$ cat config.mk
export PLATFORM = sky130hd
export DESIGN_NAME = byte_stuffed_frame_encoder
export DESIGN_NICKNAME = d
export VERILOG_FILES = /design/src/design/bsfe_pkg.sv /design/src/design/bsfe_front.sv /design/src/design/bsfe_queue.sv /design/src/design/bsfe_back.sv /design/src/design/byte_stuffed_frame_encoder.sv
export VERILOG_INCLUDE_DIRS = /design/src /design/src/design
export SDC_FILE = /design/constraint.sdc
export NUM_CORES = 1
export LEC_CHECK = 0
export BUFFER_PORTS_ARGS = -buffer_cell sky130_fd_sc_hd__buf_4
export CORE_MARGIN = 5
export CORE_UTILIZATION = 23
export CTS_BUF_LIST = sky130_fd_sc_hd__clkbuf_4 sky130_fd_sc_hd__clkbuf_8
export CTS_CLUSTER_SIZE = 25
export DETAILED_ROUTE_END_ITERATION = 8
export SKIP_CTS_REPAIR_TIMING = 1
export SYNTH_ARGS = -nofsm -noshare
export SYNTH_HDL_FRONTEND = slang
export SYNTH_HIERARCHICAL = 1
export SYNTH_SLANG_ARGS = --single-unit
export TNS_END_PERCENT = 100
$ cat constraint.sdc
create_clock -name clk -period 4.66 [get_ports clk]
set_clock_uncertainty 0.1 [all_clocks]
set_input_delay 0.233 -clock clk [delete_from_list [all_inputs] [get_ports clk]]
set_output_delay 0.233 -clock clk [all_outputs]
set_load 0.02 [all_outputs]
$ cat src/design/byte_stuffed_frame_encoder_macros.svh
// ----------------------------------------------------------------------------
// Byte-stuffed frame encoder assertion macros
// Concurrent assertion wrappers on clk and arst_n; define ASSERT_OFF to compile
// them out.
// ----------------------------------------------------------------------------
`ifndef BYTE_STUFFED_FRAME_ENCODER_MACROS_SVH
`define BYTE_STUFFED_FRAME_ENCODER_MACROS_SVH

`ifndef ASSERT_OFF
`define BSFE_ASSERT(lbl, prop, msg) \
	lbl: assert property (@(posedge clk) disable iff (!arst_n) (prop)) \
		else $error(msg);
`define BSFE_NEVER(lbl, expr, msg) \
	lbl: assert property (@(posedge clk) disable iff (!arst_n) !(expr)) \
		else $error(msg);
`else
`define BSFE_ASSERT(lbl, prop, msg)
`define BSFE_NEVER(lbl, expr, msg)
`endif

`endif

$ cat src/design/bsfe_pkg.sv
// ----------------------------------------------------------------------------
// Byte-stuffed frame encoder package
// Shared constants, queue word type, sequencer phases and the CRC-32 step.
// ----------------------------------------------------------------------------
`default_nettype none

package bsfe_pkg;

	localparam int SENDER_SLOTS = 4;
	localparam int SLOT_IW      = (SENDER_SLOTS > 1) ? $clog2(SENDER_SLOTS) : 1;
	localparam int QUEUE_DEPTH  = 2;
	localparam int QUEUE_PW     = (QUEUE_DEPTH > 1) ? $clog2(QUEUE_DEPTH) : 1;
	localparam int QUEUE_CW     = $clog2(QUEUE_DEPTH + 1);
	localparam int CRC_BYTES    = 4;

	localparam logic [7:0]  START_CODE  = 8'hA5;
	localparam logic [7:0]  ESCAPE_CODE = 8'h5A;
	localparam logic [7:0]  PAD_BYTE    = 8'h00;
	localparam logic [31:0] CRC_POLY    = 32'h04C1_1DB7;
	localparam logic [31:0] CRC_SEED    = 32'hFFFF_FFFF;

	typedef struct packed {
		logic       first;
		logic       last;
		logic [7:0] data;
		logic [7:0] len;
		logic [7:0] sender;
		logic [7:0] seq;
	} bsfe_item_t;

	typedef enum logic [2:0] {
		PH_BEGIN,
		PH_START,
		PH_LEN,
		PH_SENDER,
		PH_SEQ,
		PH_DATA,
		PH_CRC,
		PH_PAD
	} bsfe_phase_t;

	function automatic logic [31:0] crc_feed(input logic [31:0] crc, input logic [7:0] b);
		logic [31:0] c;
		c = crc ^ {b, 24'h0};
		for (int k = 0; k < 8; k++) begin
			if (c[31]) begin
				c = {c[30:0], 1'b0} ^ CRC_POLY;
			end else begin
				c = {c[30:0], 1'b0};
			end
		end
		return c;
	endfunction

	function automatic logic is_special(input logic [7:0] b);
		return (b == START_CODE) || (b == ESCAPE_CODE);
	endfunction

endpackage

`default_nettype wire

$ cat src/design/bsfe_front.sv
// ----------------------------------------------------------------------------
// Byte-stuffed frame encoder front end
// Accepts input words, drops strays, attaches header fields and sequence.
// ----------------------------------------------------------------------------
`default_nettype none

module bsfe_front (
	input  wire logic                clk,
	input  wire logic                arst_n,
	input  wire logic                item_valid,
	output logic                     item_stall,
	input  wire logic [7:0]          payload_byte,
	input  wire logic                first_byte,
	input  wire logic                last_byte,
	input  wire logic [7:0]          payload_length,
	input  wire logic [7:0]          sender_address,
	input  wire logic [1:0]          sender_slot,
	output logic                     push_valid,
	output bsfe_pkg::bsfe_item_t     push_item,
	input  wire logic                q_full
);
	import bsfe_pkg::*;

	logic [7:0]         seq_q [SENDER_SLOTS];
	logic               open_q;
	logic               accept;
	logic [SLOT_IW-1:0] idx;

	assign item_stall = q_full;
	assign accept     = item_valid && !q_full;
	assign idx        = SLOT_IW'(32'(sender_slot) % SENDER_SLOTS);
	assign push_valid = accept && (first_byte || open_q);

	always_comb begin
		push_item.first  = first_byte;
		push_item.last   = last_byte;
		push_item.data   = payload_byte;
		push_item.len    = payload_length;
		push_item.sender = sender_address;
		push_item.seq    = seq_q[idx];
	end

	always_ff @(posedge clk or negedge arst_n) begin
		if (!arst_n) begin
			open_q <= 1'b0;
			for (int i = 0; i < SENDER_SLOTS; i++) begin
				seq_q[i] <= 8'h00;
			end
		end else if (accept) begin
			open_q <= (first_byte || open_q) && !last_byte;
			if (first_byte) begin
				seq_q[idx] <= seq_q[idx] + 8'd1;
			end
		end
	end

endmodule

`default_nettype wire

$ cat src/design/bsfe_queue.sv
// ----------------------------------------------------------------------------
// Byte-stuffed frame encoder word queue
// Short FIFO between front end and byte sequencer.
// ----------------------------------------------------------------------------
`default_nettype none

module bsfe_queue (
	input  wire logic                clk,
	input  wire logic                arst_n,
	input  wire logic                push_valid,
	input  bsfe_pkg::bsfe_item_t     push_item,
	output logic                     q_full,
	output logic                     head_valid,
	output bsfe_pkg::bsfe_item_t     head_item,
	input  wire logic                pop
);
	import bsfe_pkg::*;

	bsfe_item_t          mem [QUEUE_DEPTH];
	logic [QUEUE_PW-1:0] wr_q;
	logic [QUEUE_PW-1:0] rd_q;
	logic [QUEUE_CW-1:0] count_q;

	assign q_full     = (count_q == QUEUE_CW'(QUEUE_DEPTH));
	assign head_valid = (count_q != '0);
	assign head_item  = mem[rd_q];

	always_ff @(posedge clk) begin
		if (push_valid) begin
			mem[wr_q] <= push_item;
		end
	end

	always_ff @(posedge clk or negedge arst_n) begin
		if (!arst_n) begin
			wr_q    <= '0;
			rd_q    <= '0;
			count_q <= '0;
		end else begin
			if (push_valid) begin
				wr_q <= (wr_q == QUEUE_PW'(QUEUE_DEPTH - 1)) ? '0 : wr_q + QUEUE_PW'(1);
			end
			if (pop) begin
				rd_q <= (rd_q == QUEUE_PW'(QUEUE_DEPTH - 1)) ? '0 : rd_q + QUEUE_PW'(1);
			end
			if (push_valid && !pop) begin
				count_q <= count_q + QUEUE_CW'(1);
			end else if (pop && !push_valid) begin
				count_q <= count_q - QUEUE_CW'(1);
			end
		end
	end

endmodule

`default_nettype wire

$ cat src/design/bsfe_back.sv
// ----------------------------------------------------------------------------
// Byte-stuffed frame encoder back end
// Byte sequencer: header, stuffing, CRC-32, padding, output register.
// ----------------------------------------------------------------------------
`default_nettype none

`include "byte_stuffed_frame_encoder_macros.svh"

module bsfe_back (
	input  wire logic                clk,
	input  wire logic                arst_n,
	input  wire logic                head_valid,
	input  bsfe_pkg::bsfe_item_t     head_item,
	output logic                     pop,
	output logic                     byte_valid,
	input  wire logic                byte_stall,
	output logic [7:0]               frame_byte,
	output logic                     end_of_frame,
	output logic                     last_of_item
);
	import bsfe_pkg::*;

	bsfe_phase_t phase_q, phase_d, eff;
	logic        esc_q;
	logic [1:0]  idx_q, idx_d;
	logic [1:0]  pos_q, pos_next;
	logic [31:0] crc_q, crc_d, crc_out;
	logic        vld_q, eof_q, lof_q;
	logic [7:0]  byte_q;
	logic        out_ready, emit, stuffable, need_esc, fin, eof;
	logic [7:0]  cur_byte, crc_byte, emit_byte;

	assign out_ready = !vld_q || !byte_stall;
	assign emit      = head_valid && out_ready;
	assign eff       = (phase_q == PH_BEGIN) ? (head_item.first ? PH_START : PH_DATA) : phase_q;
	assign crc_out   = ~crc_q;
	assign crc_byte  = crc_out[{~idx_q, 3'b000} +: 8];

	// byte selection and escape decision
	always_comb begin
		stuffable = 1'b0;
		case (eff)
			PH_START:  cur_byte = START_CODE;
			PH_LEN:    begin cur_byte = head_item.len;  stuffable = 1'b1; end
			PH_SENDER: cur_byte = head_item.sender;
			PH_SEQ:    begin cur_byte = head_item.seq;  stuffable = 1'b1; end
			PH_DATA:   begin cur_byte = head_item.data; stuffable = 1'b1; end
			PH_CRC:    begin cur_byte = crc_byte;       stuffable = 1'b1; end
			PH_PAD:    cur_byte = PAD_BYTE;
			default:   cur_byte = PAD_BYTE;
		endcase
		need_esc  = stuffable && is_special(cur_byte) && !esc_q;
		emit_byte = need_esc ? ESCAPE_CODE : cur_byte;
		pos_next  = (eff == PH_START) ? 2'd1 : pos_q + 2'd1;
		eof       = fin && (eff != PH_DATA);
		pop       = fin;
	end

	// next phase
	always_comb begin
		phase_d = phase_q;
		idx_d   = idx_q;
		fin     = 1'b0;
		if (emit && !need_esc) begin
			case (eff)
				PH_START:  phase_d = PH_LEN;
				PH_LEN:    phase_d = PH_SENDER;
				PH_SENDER: phase_d = PH_SEQ;
				PH_SEQ:    phase_d = PH_DATA;
				PH_DATA: begin
					if (head_item.last) begin
						phase_d = PH_CRC;
					end else begin
						fin     = 1'b1;
						phase_d = PH_BEGIN;
					end
				end
				PH_CRC: begin
					if (idx_q == 2'(CRC_BYTES - 1)) begin
						idx_d = '0;
						if (pos_next == '0) begin
							fin     = 1'b1;
							phase_d = PH_BEGIN;
						end else begin
							phase_d = PH_PAD;
						end
					end else begin
						idx_d = idx_q + 2'd1;
					end
				end
				PH_PAD: begin
					if (pos_next == '0) begin
						fin     = 1'b1;
						phase_d = PH_BEGIN;
					end
				end
				default: phase_d = PH_BEGIN;
			endcase
		end
	end

	always_comb begin
		crc_d = crc_q;
		if (emit && !need_esc) begin
			case (eff)
				PH_START:                            crc_d = crc_feed(CRC_SEED, START_CODE);
				PH_LEN, PH_SENDER, PH_SEQ, PH_DATA: crc_d = crc_feed(crc_q, cur_byte);
				default:                             crc_d = crc_q;
			endcase
		end
	end

	always_ff @(posedge clk or negedge arst_n) begin
		if (!arst_n) begin
			phase_q <= PH_BEGIN;
			esc_q   <= 1'b0;
			idx_q   <= '0;
			pos_q   <= '0;
			crc_q   <= CRC_SEED;
			vld_q   <= 1'b0;
		end else begin
			phase_q <= phase_d;
			idx_q   <= idx_d;
			crc_q   <= crc_d;
			if (emit) begin
				esc_q <= need_esc;
				pos_q <= pos_next;
				vld_q <= 1'b1;
			end else if (!byte_stall) begin
				vld_q <= 1'b0;
			end
		end
	end

	always_ff @(posedge clk) begin
		if (emit) begin
			byte_q <= emit_byte;
			eof_q  <= eof;
			lof_q  <= fin;
		end
	end

	assign byte_valid   = vld_q;
	assign frame_byte   = byte_q;
	assign end_of_frame = eof_q;
	assign last_of_item = lof_q;

	`BSFE_ASSERT(a_esc_special, esc_q |-> head_valid && is_special(cur_byte), "lone escape")
	`BSFE_ASSERT(a_eof_last, vld_q && eof_q |-> lof_q, "end of frame not last of word")
	`BSFE_ASSERT(a_eof_aligned, vld_q && eof_q |-> pos_q == 2'd0, "frame not padded")
	`BSFE_NEVER(a_crc_idx_phase, (idx_q != 2'd0) && (phase_q != PH_CRC), "stray CRC index")

endmodule

`default_nettype wire

$ cat src/design/byte_stuffed_frame_encoder.sv
// ----------------------------------------------------------------------------
// Byte-stuffed frame encoder
// Frames payload bytes with header, escape stuffing, CRC-32 and padding.
// ----------------------------------------------------------------------------
//  channel  handshake               payload
//  item     item_valid/item_stall   payload_byte first_byte last_byte
//                                   payload_length sender_address sender_slot
//  byte     byte_valid/byte_stall   frame_byte end_of_frame last_of_item
//
//  One output byte per cycle when not stalled and a word is queued; a plain
//  payload word gives 1 byte, 2 when escaped; a first word adds 4-6, a last
//  word 4-11 (CRC, pad). A two-word queue decouples input accept from the
//  sequencer; item_stall is high only while it is full. Output is a register
//  held on byte_stall. Reset clears sequence counters, frame state and the CRC.
// ----------------------------------------------------------------------------
`default_nettype none

module byte_stuffed_frame_encoder (
	input  wire logic       clk,
	input  wire logic       arst_n,
	input  wire logic       item_valid,
	output logic            item_stall,
	input  wire logic [7:0] payload_byte,
	input  wire logic       first_byte,
	input  wire logic       last_byte,
	input  wire logic [7:0] payload_length,
	input  wire logic [7:0] sender_address,
	input  wire logic [1:0] sender_slot,
	output logic            byte_valid,
	input  wire logic       byte_stall,
	output logic [7:0]      frame_byte,
	output logic            end_of_frame,
	output logic            last_of_item
);
	import bsfe_pkg::*;

	logic       push_valid, q_full, head_valid, pop;
	bsfe_item_t push_item, head_item;

	bsfe_front u_front (
		.clk            (clk),
		.arst_n         (arst_n),
		.item_valid     (item_valid),
		.item_stall     (item_stall),
		.payload_byte   (payload_byte),
		.first_byte     (first_byte),
		.last_byte      (last_byte),
		.payload_length (payload_length),
		.sender_address (sender_address),
		.sender_slot    (sender_slot),
		.push_valid     (push_valid),
		.push_item      (push_item),
		.q_full         (q_full)
	);

	bsfe_queue u_queue (
		.clk        (clk),
		.arst_n     (arst_n),
		.push_valid (push_valid),
		.push_item  (push_item),
		.q_full     (q_full),
		.head_valid (head_valid),
		.head_item  (head_item),
		.pop        (pop)
	);

	bsfe_back u_back (
		.clk          (clk),
		.arst_n       (arst_n),
		.head_valid   (head_valid),
		.head_item    (head_item),
		.pop          (pop),
		.byte_valid   (byte_valid),
		.byte_stall   (byte_stall),
		.frame_byte   (frame_byte),
		.end_of_frame (end_of_frame),
		.last_of_item (last_of_item)
	);

endmodule

`default_nettype wire
==> results by group, run 1 <==
Timing
  • Unrepaired setup endpoints after global routing: no
  • Final hold violations: 0
  • Final setup vio count: 0
  • Period utilisation layout: 0.8600
  • Pins over their slew limit: 0
  • TNS Setup: 0 ns
  • Rel. slew slack: 0.3304
  • Fmax: between 0.2 and 0.25 GHz
  • Min Clock Period, post-route: 4.007 ns
  • Worst-margin pin slew: between 1 and 1.5 ns

Min path
  • Hold/Removal Path Class: in2async

Floorplan
  • Core area: around 36000 sq um
  • Die X: about 200 microns
  • Initial Util: 0.2334
  • Die extent in y: roughly 200 microns
  • # rows: 69
  • Io pins: 44
  • DIE AREA: approximately 40000 sq um

Route
  • Post-DR wirelength/cell: between 15 and 20 microns
  • Drt pass-1 iters: 5
  • Vias per cell: approximately 4.3
  • Iteration-0 DRC Markers: 284
  • Antenna Nets Post-Route: 0
  • Vias: around 5000
  • Post-route DRC: 0
  • Total Wirelength: about 18 mm

Worst setup path
  • CP arrival: ~4.3 ns
  • Slowest stage delay, CP: between 0.6 and 0.7 ns
  • Setup crit start kind: flop
  • Worst-path maximum fanout: 18
  • Critical path type: reg2reg
  • Slowest-stage cell, CP: dfrtp_2
  • CP cell instances: mux2_4, or3_4, a21oi_4, a2111oi_4, nor4b_1, and4_1, o21ai_1, buf_4, nand3_1, o31ai_1
  • Critical Path End Type: flop
  • Worst Path Required: about 4.9 ns

Clocking
  • Clk buf depth: 2
  • Clk_lat worst skew: 0.46 ns
  • Sink Count: between 150 and 200
  • Worst-path clk slew: approximately 0.090 ns
  • CTS buffer count: 17
  • CTS tree: built
  • Clock tree root driver cell: clkbuf_8
  • H-tree levels: 4

Synth
  • Synthesized flop and latch total: ~160
  • Synth area leaders: edfxtp_1 28%, dfrtp_1 14%, dfstp_2 10%
  • Part of the Yosys area used for sequential elements: 0.5220
  • Ys Warns: 6
  • Library cells used by synthesis: 65
  • Post-synthesis instance area: approximately 8300 sq um
  • Syn Nets: 652
  • Yosys top cell by area: edfxtp_1
  • Mapped Avg Cell Area: about 13 sq um
  • Top_reg_cell synth: edfxtp_1
  • Post-synth EDFFs: 78
  • Mapped Cells: between 600 and 700
  • Post-synth ARST share: 0.5000
  • Share of the synthesized area in the top cell type: 0.2821

Place
  • Post-DP HPWL: around 13 mm
  • Final RePlAce weighted congestion: 0.7784
  • IO buf count: 43

Layout
  • Syn-to-layout area delta: 15.69%
  • Antenna Cells: 0
  • Fillers: 3673
  • Commonest non-fill, non-tap cell in the layout: edfxtp_1
  • Share of cells above drive strength 1: 0.2973
  • Multi-input gate area: roughly 3500 sq um
  • FF+latch area: ~4300 sq um
  • Most frequent cells in the layout: 78 x edfxtp_1, 56 x nand2_1, 55 x buf_4, 45 x dfrtp_1, 39 x xnor2_1
  • # nets final: approximately 700

Global route
  • GR Util All Layers: 0.09308
  • Antenna violations before repair: 1
  • Largest net degree at the start of global routing: 50
  • Vias in the first global route: approximately 5000
  • Global route overflow: 0
  • First-pass GRT wire length: about 29 mm

Outcome
  • Status: finished clean

Job
  • Max-Cap Viols: 0
[path summary, 6_finish.rpt]
path | start | end | slack, ns | cells past startpoint
max | u_queue/rd_q$_DFFE_PN0P_ | u_back/crc_q[28]$_DFFE_PN1P_ | 0.65 | 10
min | arst_n | u_back/phase_q[2]$_DFFE_PN0P_ | 0.19 | 2
max reg2reg | u_queue/rd_q$_DFFE_PN0P_ | u_back/crc_q[28]$_DFFE_PN1P_ | 0.65 | 10
min reg2reg | u_front/seq_q[17]$_DFFE_PN0P_ | u_front/seq_q[17]$_DFFE_PN0P_ | 0.38 | 2
max in group asynchronous | arst_n | u_queue/rd_q$_DFFE_PN0P_ | 3.28 | 3
min in group clk | sender_slot[1] | u_front/seq_q[25]$_DFFE_PN0P_ | 0.21 | 4
[critical path, delay by kind of cell, from the launching register on]
kind | cells | cell delay, ns
multiplexers | 1 | 0.39
flip-flops | 1 | 0.68
AO/OA/AOI/OAI | 4 | 1.19
buffers and inverters | 1 | 0.20
AND/OR/NAND/NOR | 4 | 1.36
[metal layers]
metal	track usage	wire, microns	vias up
met5	0	13	-
met4	0.02491	158	2
met3	0.02585	838	11
met2	0.1452	8506	101
met1	0.1281	8589	2453
li1	-	-	2343
[synth_stat cells, types with 4 or more instances]
library cell,count
buf_2,7
xnor3_1,5
o2bb2ai_1,6
mux2_4,29
xnor2_2,7
a21oi_1,11
xnor2_1,39
a22o_1,13
dfstp_2,32
dfrtp_1,46
clkbuf_1,12
edfxtp_1,78
or4_1,4
nand3_1,10
nor2_1,29
and2_1,5
buf_6,6
o21ai_0,27
nand2_1,56
o211ai_1,6
nand3b_1,11
xor2_1,20
mux4_1,4
mux4_2,12
nor2b_1,4
and3_1,7
mux2_2,11
a2bb2oi_1,12
buf_4,30
a2111oi_4,5
a31oi_1,11
inv_1,9
[sequential cells by signal (all words and copies together) (netlist names), 2 cells and up]
register	cells
u_front/seq_q	32
u_back/crc_q	32
u_queue/mem	68
u_back/frame_byte	8
u_back/phase_q	3
u_queue/count_q	2
u_back/pos_q	2
u_back/idx_q	2
[stage by stage]
step                      instance area (sq um)  std cells  utilization  hold WS (ns)  setup WS [ns]
after floorplan                            8303        617            -       -0.1626         0.8988
after global placement                     8869       1075       0.2493       0.09555         0.7120
after detailed placement                   8869       1075       0.2493       0.09921         0.6773
after CTS                                  9305       1107       0.2616       -0.3943         0.6470
after global routing                       9605       1137       0.2701        0.2099         0.3469
final                                      9605       1137       0.2701        0.1874         0.6525
[kinds of logic after synthesis]
family          Yosys count  share of synthesized area
compound gates          110                     0.1080
xor+xnor                 75                     0.1023
fa+ha+maj                 3                   0.004521
buf+inv                  67                    0.05621
flops                   156                     0.5220
mux                      58                     0.1150
simple gates            148                    0.09192
[area by class of cell]
class	count	area share
flip-flops and latches	156	0.4513
multi-input cells	394	0.3654
repair buffers	85	0.07425
well taps	461	0.06005
clock buffers	19	0.02722
clock inverters	13	0.01824
inverters	9	0.003517
Power of run 1 is not shown: default switching activity piles up to over one toggle a cycle in this logic, so the estimate is an artifact.
==> inputs of run 2 (changes only) <==
RECOVER_POWER = 100   (was unset)
==> results by group, run 2 (synthesized netlist as in run 1, its figures left out) <==
Worst setup path
  • Worst Setup SP: u_queue/rd_q$_DFFE_PN0P_ (unchanged)
  • RR Startpoint: u_queue/rd_q$_DFFE_PN0P_ (unchanged)
  • Setup crit start kind: flop (unchanged)
  • CP arrival: 4.54 ns (was 4.26 ns)
  • Critical path type: reg2reg (unchanged)
  • Reg2reg end: u_back/crc_q[13]$_DFFE_PN1P_ (was u_back/crc_q[28]$_DFFE_PN1P_)
  • Worst-path maximum fanout: 16 (was 18)
  • Worst r2r path cells: 10 (unchanged)
  • Worst Path Required: 4.94 ns (was 4.92 ns)
  • Worst reg2reg setup slack: 0.40 ns (was 0.65 ns)
  • Worst setup path endpoint: u_back/crc_q[13]$_DFFE_PN1P_ (was u_back/crc_q[28]$_DFFE_PN1P_)
  • Critical Path End Type: flop (unchanged)

Clocking
  • Clk_lat worst skew: 0.46 ns (about the same)
  • Clk buf depth: 2 (unchanged)
  • Clock tree root driver cell: clkbuf_8 (unchanged)
  • CTS buffer count: 17 (unchanged)
  • Worst-path clk slew: 0.10 ns (was 0.09 ns)
  • Sink Count: 156 (unchanged)
  • CTS tree: built (unchanged)
  • H-tree levels: 4 (unchanged)

Global route
  • Met3 global-route usage: 0.02585 (unchanged)
  • M1 GR Usage: 0.1281 (unchanged)
  • Global route overflow: 0 (unchanged)
  • GR Util All Layers: 0.09308 (unchanged)
  • Vias in the first global route: 5039 (unchanged)
  • First-pass GRT wire length: 28.81 mm (unchanged)
  • Largest net degree at the start of global routing: 50 (unchanged)
  • Met2 Track Usage GR: 0.1452 (unchanged)
  • Busiest grt layer: met2 (unchanged)
  • Antenna violations before repair: 1 (unchanged)

Min path
  • Hold/Removal Path Class: in2reg (was in2async)

Route
  • Post-DR wirelength/cell: 15.92 microns (was 15.93 microns)
  • Drt pass-1 iters: 6 (was 5)
  • Antenna Nets Post-Route: 0 (unchanged)
  • Total Wirelength: 18.10 mm (was 18.11 mm)
  • Post-route DRC: 0 (unchanged)
  • Iteration-0 DRC Markers: 304 (was 284)
  • Vias: 4925 (was 4910)
  • Vias per cell: 4.332 (was 4.318)

Layout
  • Antenna Cells: 0 (unchanged)
  • Top Registers: u_queue/mem (68), u_back/crc_q (32), u_front/seq_q (32) (unchanged)
  • Most frequent cells in the layout: 78 x edfxtp_1, 56 x nand2_1, 45 x dfrtp_1, 39 x xnor2_1, 32 x dfstp_2 (was 78 x edfxtp_1, 56 x nand2_1, 55 x buf_4, 45 x dfrtp_1, 39 x xnor2_1)
  • Max FFs per register: 68 (unchanged)
  • Commonest non-fill, non-tap cell in the layout: edfxtp_1 (unchanged)
  • Share of cells above drive strength 1: 0.2441 (was 0.2973)
  • # nets final: 698 (unchanged)
  • Biggest register: u_queue/mem (unchanged)
  • Syn-to-layout area delta: 14.00% (was 15.69%)

Floorplan
  • # rows: 69 (unchanged)
  • DIE AREA: 40000 sq um (unchanged)
  • Die X: 200 microns (unchanged)
  • Io pins: 44 (unchanged)
  • Initial Util: 0.2334 (unchanged)
  • Core area: 35570 sq um (unchanged)
  • Die extent in y: 200 microns (unchanged)

Timing
  • TNS Setup: 0 ns (unchanged)
  • Worst-margin pin slew: 3.040 ns (was 1.002 ns)
  • Unrepaired setup endpoints after global routing: no (unchanged)
  • Final hold violations: 0 (unchanged)
  • Min Clock Period, post-route: 4.258 ns (was 4.007 ns)
  • Pins over their slew limit: 101 (was 0)
  • Fmax: 0.2349 GHz (was 0.2495 GHz)
  • Rel. slew slack: -1.031 (was 0.3304)
  • Final setup vio count: 0 (unchanged)
  • Period utilisation layout: 0.9137 (was 0.8600)

Place
  • IO buf count: 43 (unchanged)
  • Post-DP HPWL: 12.96 mm (unchanged)
  • Final RePlAce weighted congestion: 0.7784 (unchanged)

Outcome
  • Failing checks: capacitance limit, slew limit
  • Status: finished, violations left (was finished clean)

Job
  • Max-Cap Viols: 3 (was 0)
==> run 2: final cells by class <==
cell class	instances	area, sq um
flip-flops and latches	156	4335
well taps	461	576.8
clock inverters	13	175.2
clock buffers	19	261.5
inverters	9	33.78
multi-input cells	394	3488
fillers	3700	26100
repair buffers	85	594.3
==> run 2: how the worst min path moves through the flow <==
stage	startpoint	to	slack, ns	depth (start not counted)
final	sender_slot[1]	u_front/seq_q[25]$_DFFE_PN0P_	0.20	4
after global routing	sender_slot[1]	u_front/seq_q[25]$_DFFE_PN0P_	0.22	4
after CTS	arst_n	u_back/phase_q[1]$_DFFE_PN0P_	-0.39	1
after detailed placement	arst_n	u_back/phase_q[2]$_DFFE_PN0P_	0.1	1
after global placement	arst_n	u_back/phase_q[1]$_DFFE_PN0P_	0.1	1
after floorplan	arst_n	u_back/byte_valid$_DFFE_PN0P_	-0.16	0
==> run 2: metal layers <==
metal,vias to the layer above,wire length [microns]
met1,2462,8657
met4,2,189
met2,110,8402
met3,13,839
li1,2338,-
met5,-,13
==> run 2: critical path, cell delays in order (launching register included) <==
cell and delay (ns):
dfrtp_2 0.67, mux2_1 0.48, or3_1 0.38, a21oi_4 0.38, a2111oi_4 0.18, nor4b_1 0.18, and4_1 0.23, o21a_1 0.30
nor3_2 0.58, clkbuf_1 0.48, a22o_1 0.22
==> run 2: stage by stage <==
step	setup slack (ns)	hold slack, ns	cell area, sq um	instances	utilization
after floorplan	0.8988	-0.1626	8303	617	-
after global placement	0.7120	0.09555	8869	1075	0.2493
after detailed placement	0.6773	0.09921	8869	1075	0.2493
after CTS	0.6470	-0.3943	9305	1107	0.2616
after global routing	0.1746	0.2203	9465	1137	0.2661
final	0.4022	0.2043	9465	1137	0.2661
Power of run 2 is left out for the same reason.
==> inputs of run 3 (changes only) <==
CTS_BUF_LIST = unset   (was sky130_fd_sc_hd__clkbuf_4 sky130_fd_sc_hd__clkbuf_8)
TNS_END_PERCENT = unset   (was 100)
clock period = 4.3 ns   (was 4.66 ns; I/O delays follow)
==> results by group, run 3 (synthesized netlist as in run 1, its figures left out) <==
Worst setup path
  • Setup crit start kind: flop (unchanged)
  • CP Buf/Inv Count: 1 (unchanged)
  • Reg2reg end: u_back/crc_q[8]$_DFFE_PN1P_ (was u_back/crc_q[13]$_DFFE_PN1P_)
  • Slowest stage delay, CP: 0.70 ns (was 0.67 ns)
  • CP cell instances: buf_4, mux2_4, and3_1, a2111oi_4, xnor2_2, xnor3_1, xor2_1, xor3_1, a22o_1 (was mux2_1, or3_1, a21oi_4, a2111oi_4, nor4b_1, and4_1, o21a_1, nor3_2, clkbuf_1, a22o_1)
  • Worst-path maximum fanout: 10 (was 16)
  • Critical Path End Type: flop (unchanged)
  • CP delay by family, top: XOR/XNOR gates (was simple AND/OR/NAND/NOR gates)
  • Worst reg2reg setup slack: 0.40 ns (about the same)
  • Worst r2r path cells: 9 (was 10)
  • CP arrival: 4.15 ns (was 4.54 ns)
  • RR Startpoint: u_queue/rd_q$_DFFE_PN0P_ (unchanged)
  • Worst Path Required: 4.55 ns (was 4.94 ns)
  • Slowest-stage cell, CP: dfrtp_1 (was dfrtp_2)
  • Critical path type: reg2reg (unchanged)

Timing
  • TNS Setup: 0 ns (unchanged)
  • Fmax: 0.2564 GHz (was 0.2349 GHz)
  • Worst hold slack: 0.2178 ns (was 0.2043 ns)
  • Period utilisation layout: 0.9070 (was 0.9137)
  • Pins over their slew limit: 105 (was 101)
  • Min Clock Period, post-route: 3.900 ns (was 4.258 ns)
  • Worst-margin pin slew: 1.935 ns (was 3.040 ns)
  • Final setup vio count: 0 (unchanged)
  • Unrepaired setup endpoints after global routing: no (unchanged)
  • Final hold violations: 0 (unchanged)
  • Rel. slew slack: -0.2897 (was -1.031)

Floorplan
  • Initial Util: 0.2334 (unchanged)
  • # rows: 69 (unchanged)
  • Io pins: 44 (unchanged)
  • Die extent in y: 200 microns (unchanged)
  • Die X: 200 microns (unchanged)
  • DIE AREA: 40000 sq um (unchanged)
  • Core area: 35570 sq um (unchanged)

Min path
  • Hold/Removal Path Class: in2reg (unchanged)
  • WHS Endpoint: u_front/seq_q[25]$_DFFE_PN0P_ (unchanged)
  • Hold Path Origin: sender_slot[1] (unchanged)
  • Hold depth: 4 (unchanged)

Global route
  • Largest net degree at the start of global routing: 46 (was 50)
  • Antenna violations before repair: 2 (was 1)
  • First-pass GRT wire length: 28.59 mm (was 28.81 mm)
  • Global route overflow: 0 (unchanged)
  • Vias in the first global route: 4907 (was 5039)
  • GR Util All Layers: 0.09203 (was 0.09308)

Route
  • Total Wirelength: 17.99 mm (was 18.10 mm)
  • Iteration-0 DRC Markers: 250 (was 304)
  • Antenna Nets Post-Route: 0 (unchanged)
  • Drt pass-1 iters: 4 (was 6)
  • Vias per cell: 4.210 (was 4.332)
  • Met3 routed WL: 671 microns (was 839 microns)
  • Max Used Layer: met5 (unchanged)
  • Vias: 4812 (was 4925)
  • DRT met1 WL: 8.651 mm (was 8.657 mm)
  • Detail Route met2 WL: 8.463 mm (was 8.402 mm)
  • Post-DR wirelength/cell: 15.74 microns (was 15.92 microns)
  • Post-route DRC: 0 (unchanged)

Layout
  • Antenna Cells: 0 (unchanged)
  • Biggest register: u_queue/mem (unchanged)
  • FF+latch area: 4334 sq um (was 4335 sq um)
  • Most frequent cells in the layout: 78 x edfxtp_1, 56 x nand2_1, 46 x dfrtp_1, 39 x xnor2_1, 32 x dfstp_2 (was 78 x edfxtp_1, 56 x nand2_1, 45 x dfrtp_1, 39 x xnor2_1, 32 x dfstp_2)
  • Syn-to-layout area delta: 16.49% (was 14.00%)
  • Max FFs per register: 68 (unchanged)
  • Commonest non-fill, non-tap cell in the layout: edfxtp_1 (unchanged)
  • Multi-input gate area: 3485 sq um (was 3488 sq um)
  • # nets final: 704 (was 698)
  • Top Registers: u_queue/mem (68), u_back/crc_q (32), u_front/seq_q (32) (unchanged)
  • Fillers: 3706 (was 3700)
  • Share of cells above drive strength 1: 0.2537 (was 0.2441)

Job
  • Max-Cap Viols: 3 (unchanged)

Clocking
  • Clock tree root driver cell: clkbuf_16 (was clkbuf_8)
  • CTS tree: built (unchanged)
  • Sink Count: 156 (unchanged)
  • Worst-path clk slew: 0.07 ns (was 0.10 ns)
  • Clk_lat worst skew: 0.43 ns (was 0.46 ns)
  • Clk buf depth: 2 (unchanged)
  • CTS buffer count: 17 (unchanged)
  • H-tree levels: 4 (unchanged)

Place
  • IO buf count: 43 (unchanged)
  • Final RePlAce weighted congestion: 0.8135 (was 0.7784)
  • Post-DP HPWL: 12.97 mm (was 12.96 mm)

Outcome
  • Status: finished, violations left (unchanged)
  • Failing checks: capacitance limit, slew limit (unchanged)
==> run 3: cell types whose count changed in the layout (fill, tap and decap cells not counted), sizes merged <==
| cell | previous run | this run |
|---|---|---|
| bufinv | 3 | 0 |
| clkinv | 3 | 1 |
| clkbuf | 63 | 65 |
| buf | 11 | 16 |
| inv | 16 | 20 |
==> run 3: worst max-delay path by stage <==
stage	startpoint	to	slack [ns]	cells after the start
after floorplan	u_queue/rd_q$_DFFE_PN0P_	u_queue/count_q[1]$_DFFE_PN0P_	0.54	16
after global placement	u_queue/rd_q$_DFFE_PN0P_	u_queue/count_q[1]$_DFFE_PN0P_	0.69	15
after detailed placement	u_queue/rd_q$_DFFE_PN0P_	u_back/crc_q[8]$_DFFE_PN1P_	0.61	9
after CTS	u_queue/rd_q$_DFFE_PN0P_	u_back/crc_q[8]$_DFFE_PN1P_	0.59	9
after global routing	u_queue/rd_q$_DFFE_PN0P_	u_queue/count_q[1]$_DFFE_PN0P_	0.19	15
final	u_queue/rd_q$_DFFE_PN0P_	u_back/crc_q[8]$_DFFE_PN1P_	0.40	9
==> run 3: routing by layer <==
metal  up-vias  track usage
li1       2352            -
met1      2374       0.1256
met2        68       0.1448
met3        14      0.02585
met4         4      0.02415
met5         -            0
==> run 3: cell type report <==
cell class / count / share of cell area
timing repair buffer: 91 / 0.06766
inverter: 9 / 0.003493
clock buffer: 20 / 0.04955
clock inverter: 12 / 0.01125
tap: 461 / 0.05964
sequential: 156 / 0.4481
multi-input combinational: 394 / 0.3603
==> run 3: worst reg2reg max path: stages, from the launching register on <==
cell	delay, ns
dfrtp_1	0.70
buf_4	0.29
mux2_4	0.31
and3_1	0.20
a2111oi_4	0.54
xnor2_2	0.28
xnor3_1	0.54
xor2_1	0.30
xor3_1	0.37
a22o_1	0.20
==> run 3: stage by stage <==
step                      worst slack, ns  instances  instance area (sq um)  utilization
after global placement             0.6901       1081                   8926       0.2510
after floorplan                    0.5388        617                   8303            -
after CTS                          0.5926       1113                   9514       0.2675
final                              0.3998       1143                   9672       0.2719
after global routing               0.1858       1143                   9672       0.2719
after detailed placement           0.6143       1081                   8926       0.2510
Power of run 3 is left out for the same reason.
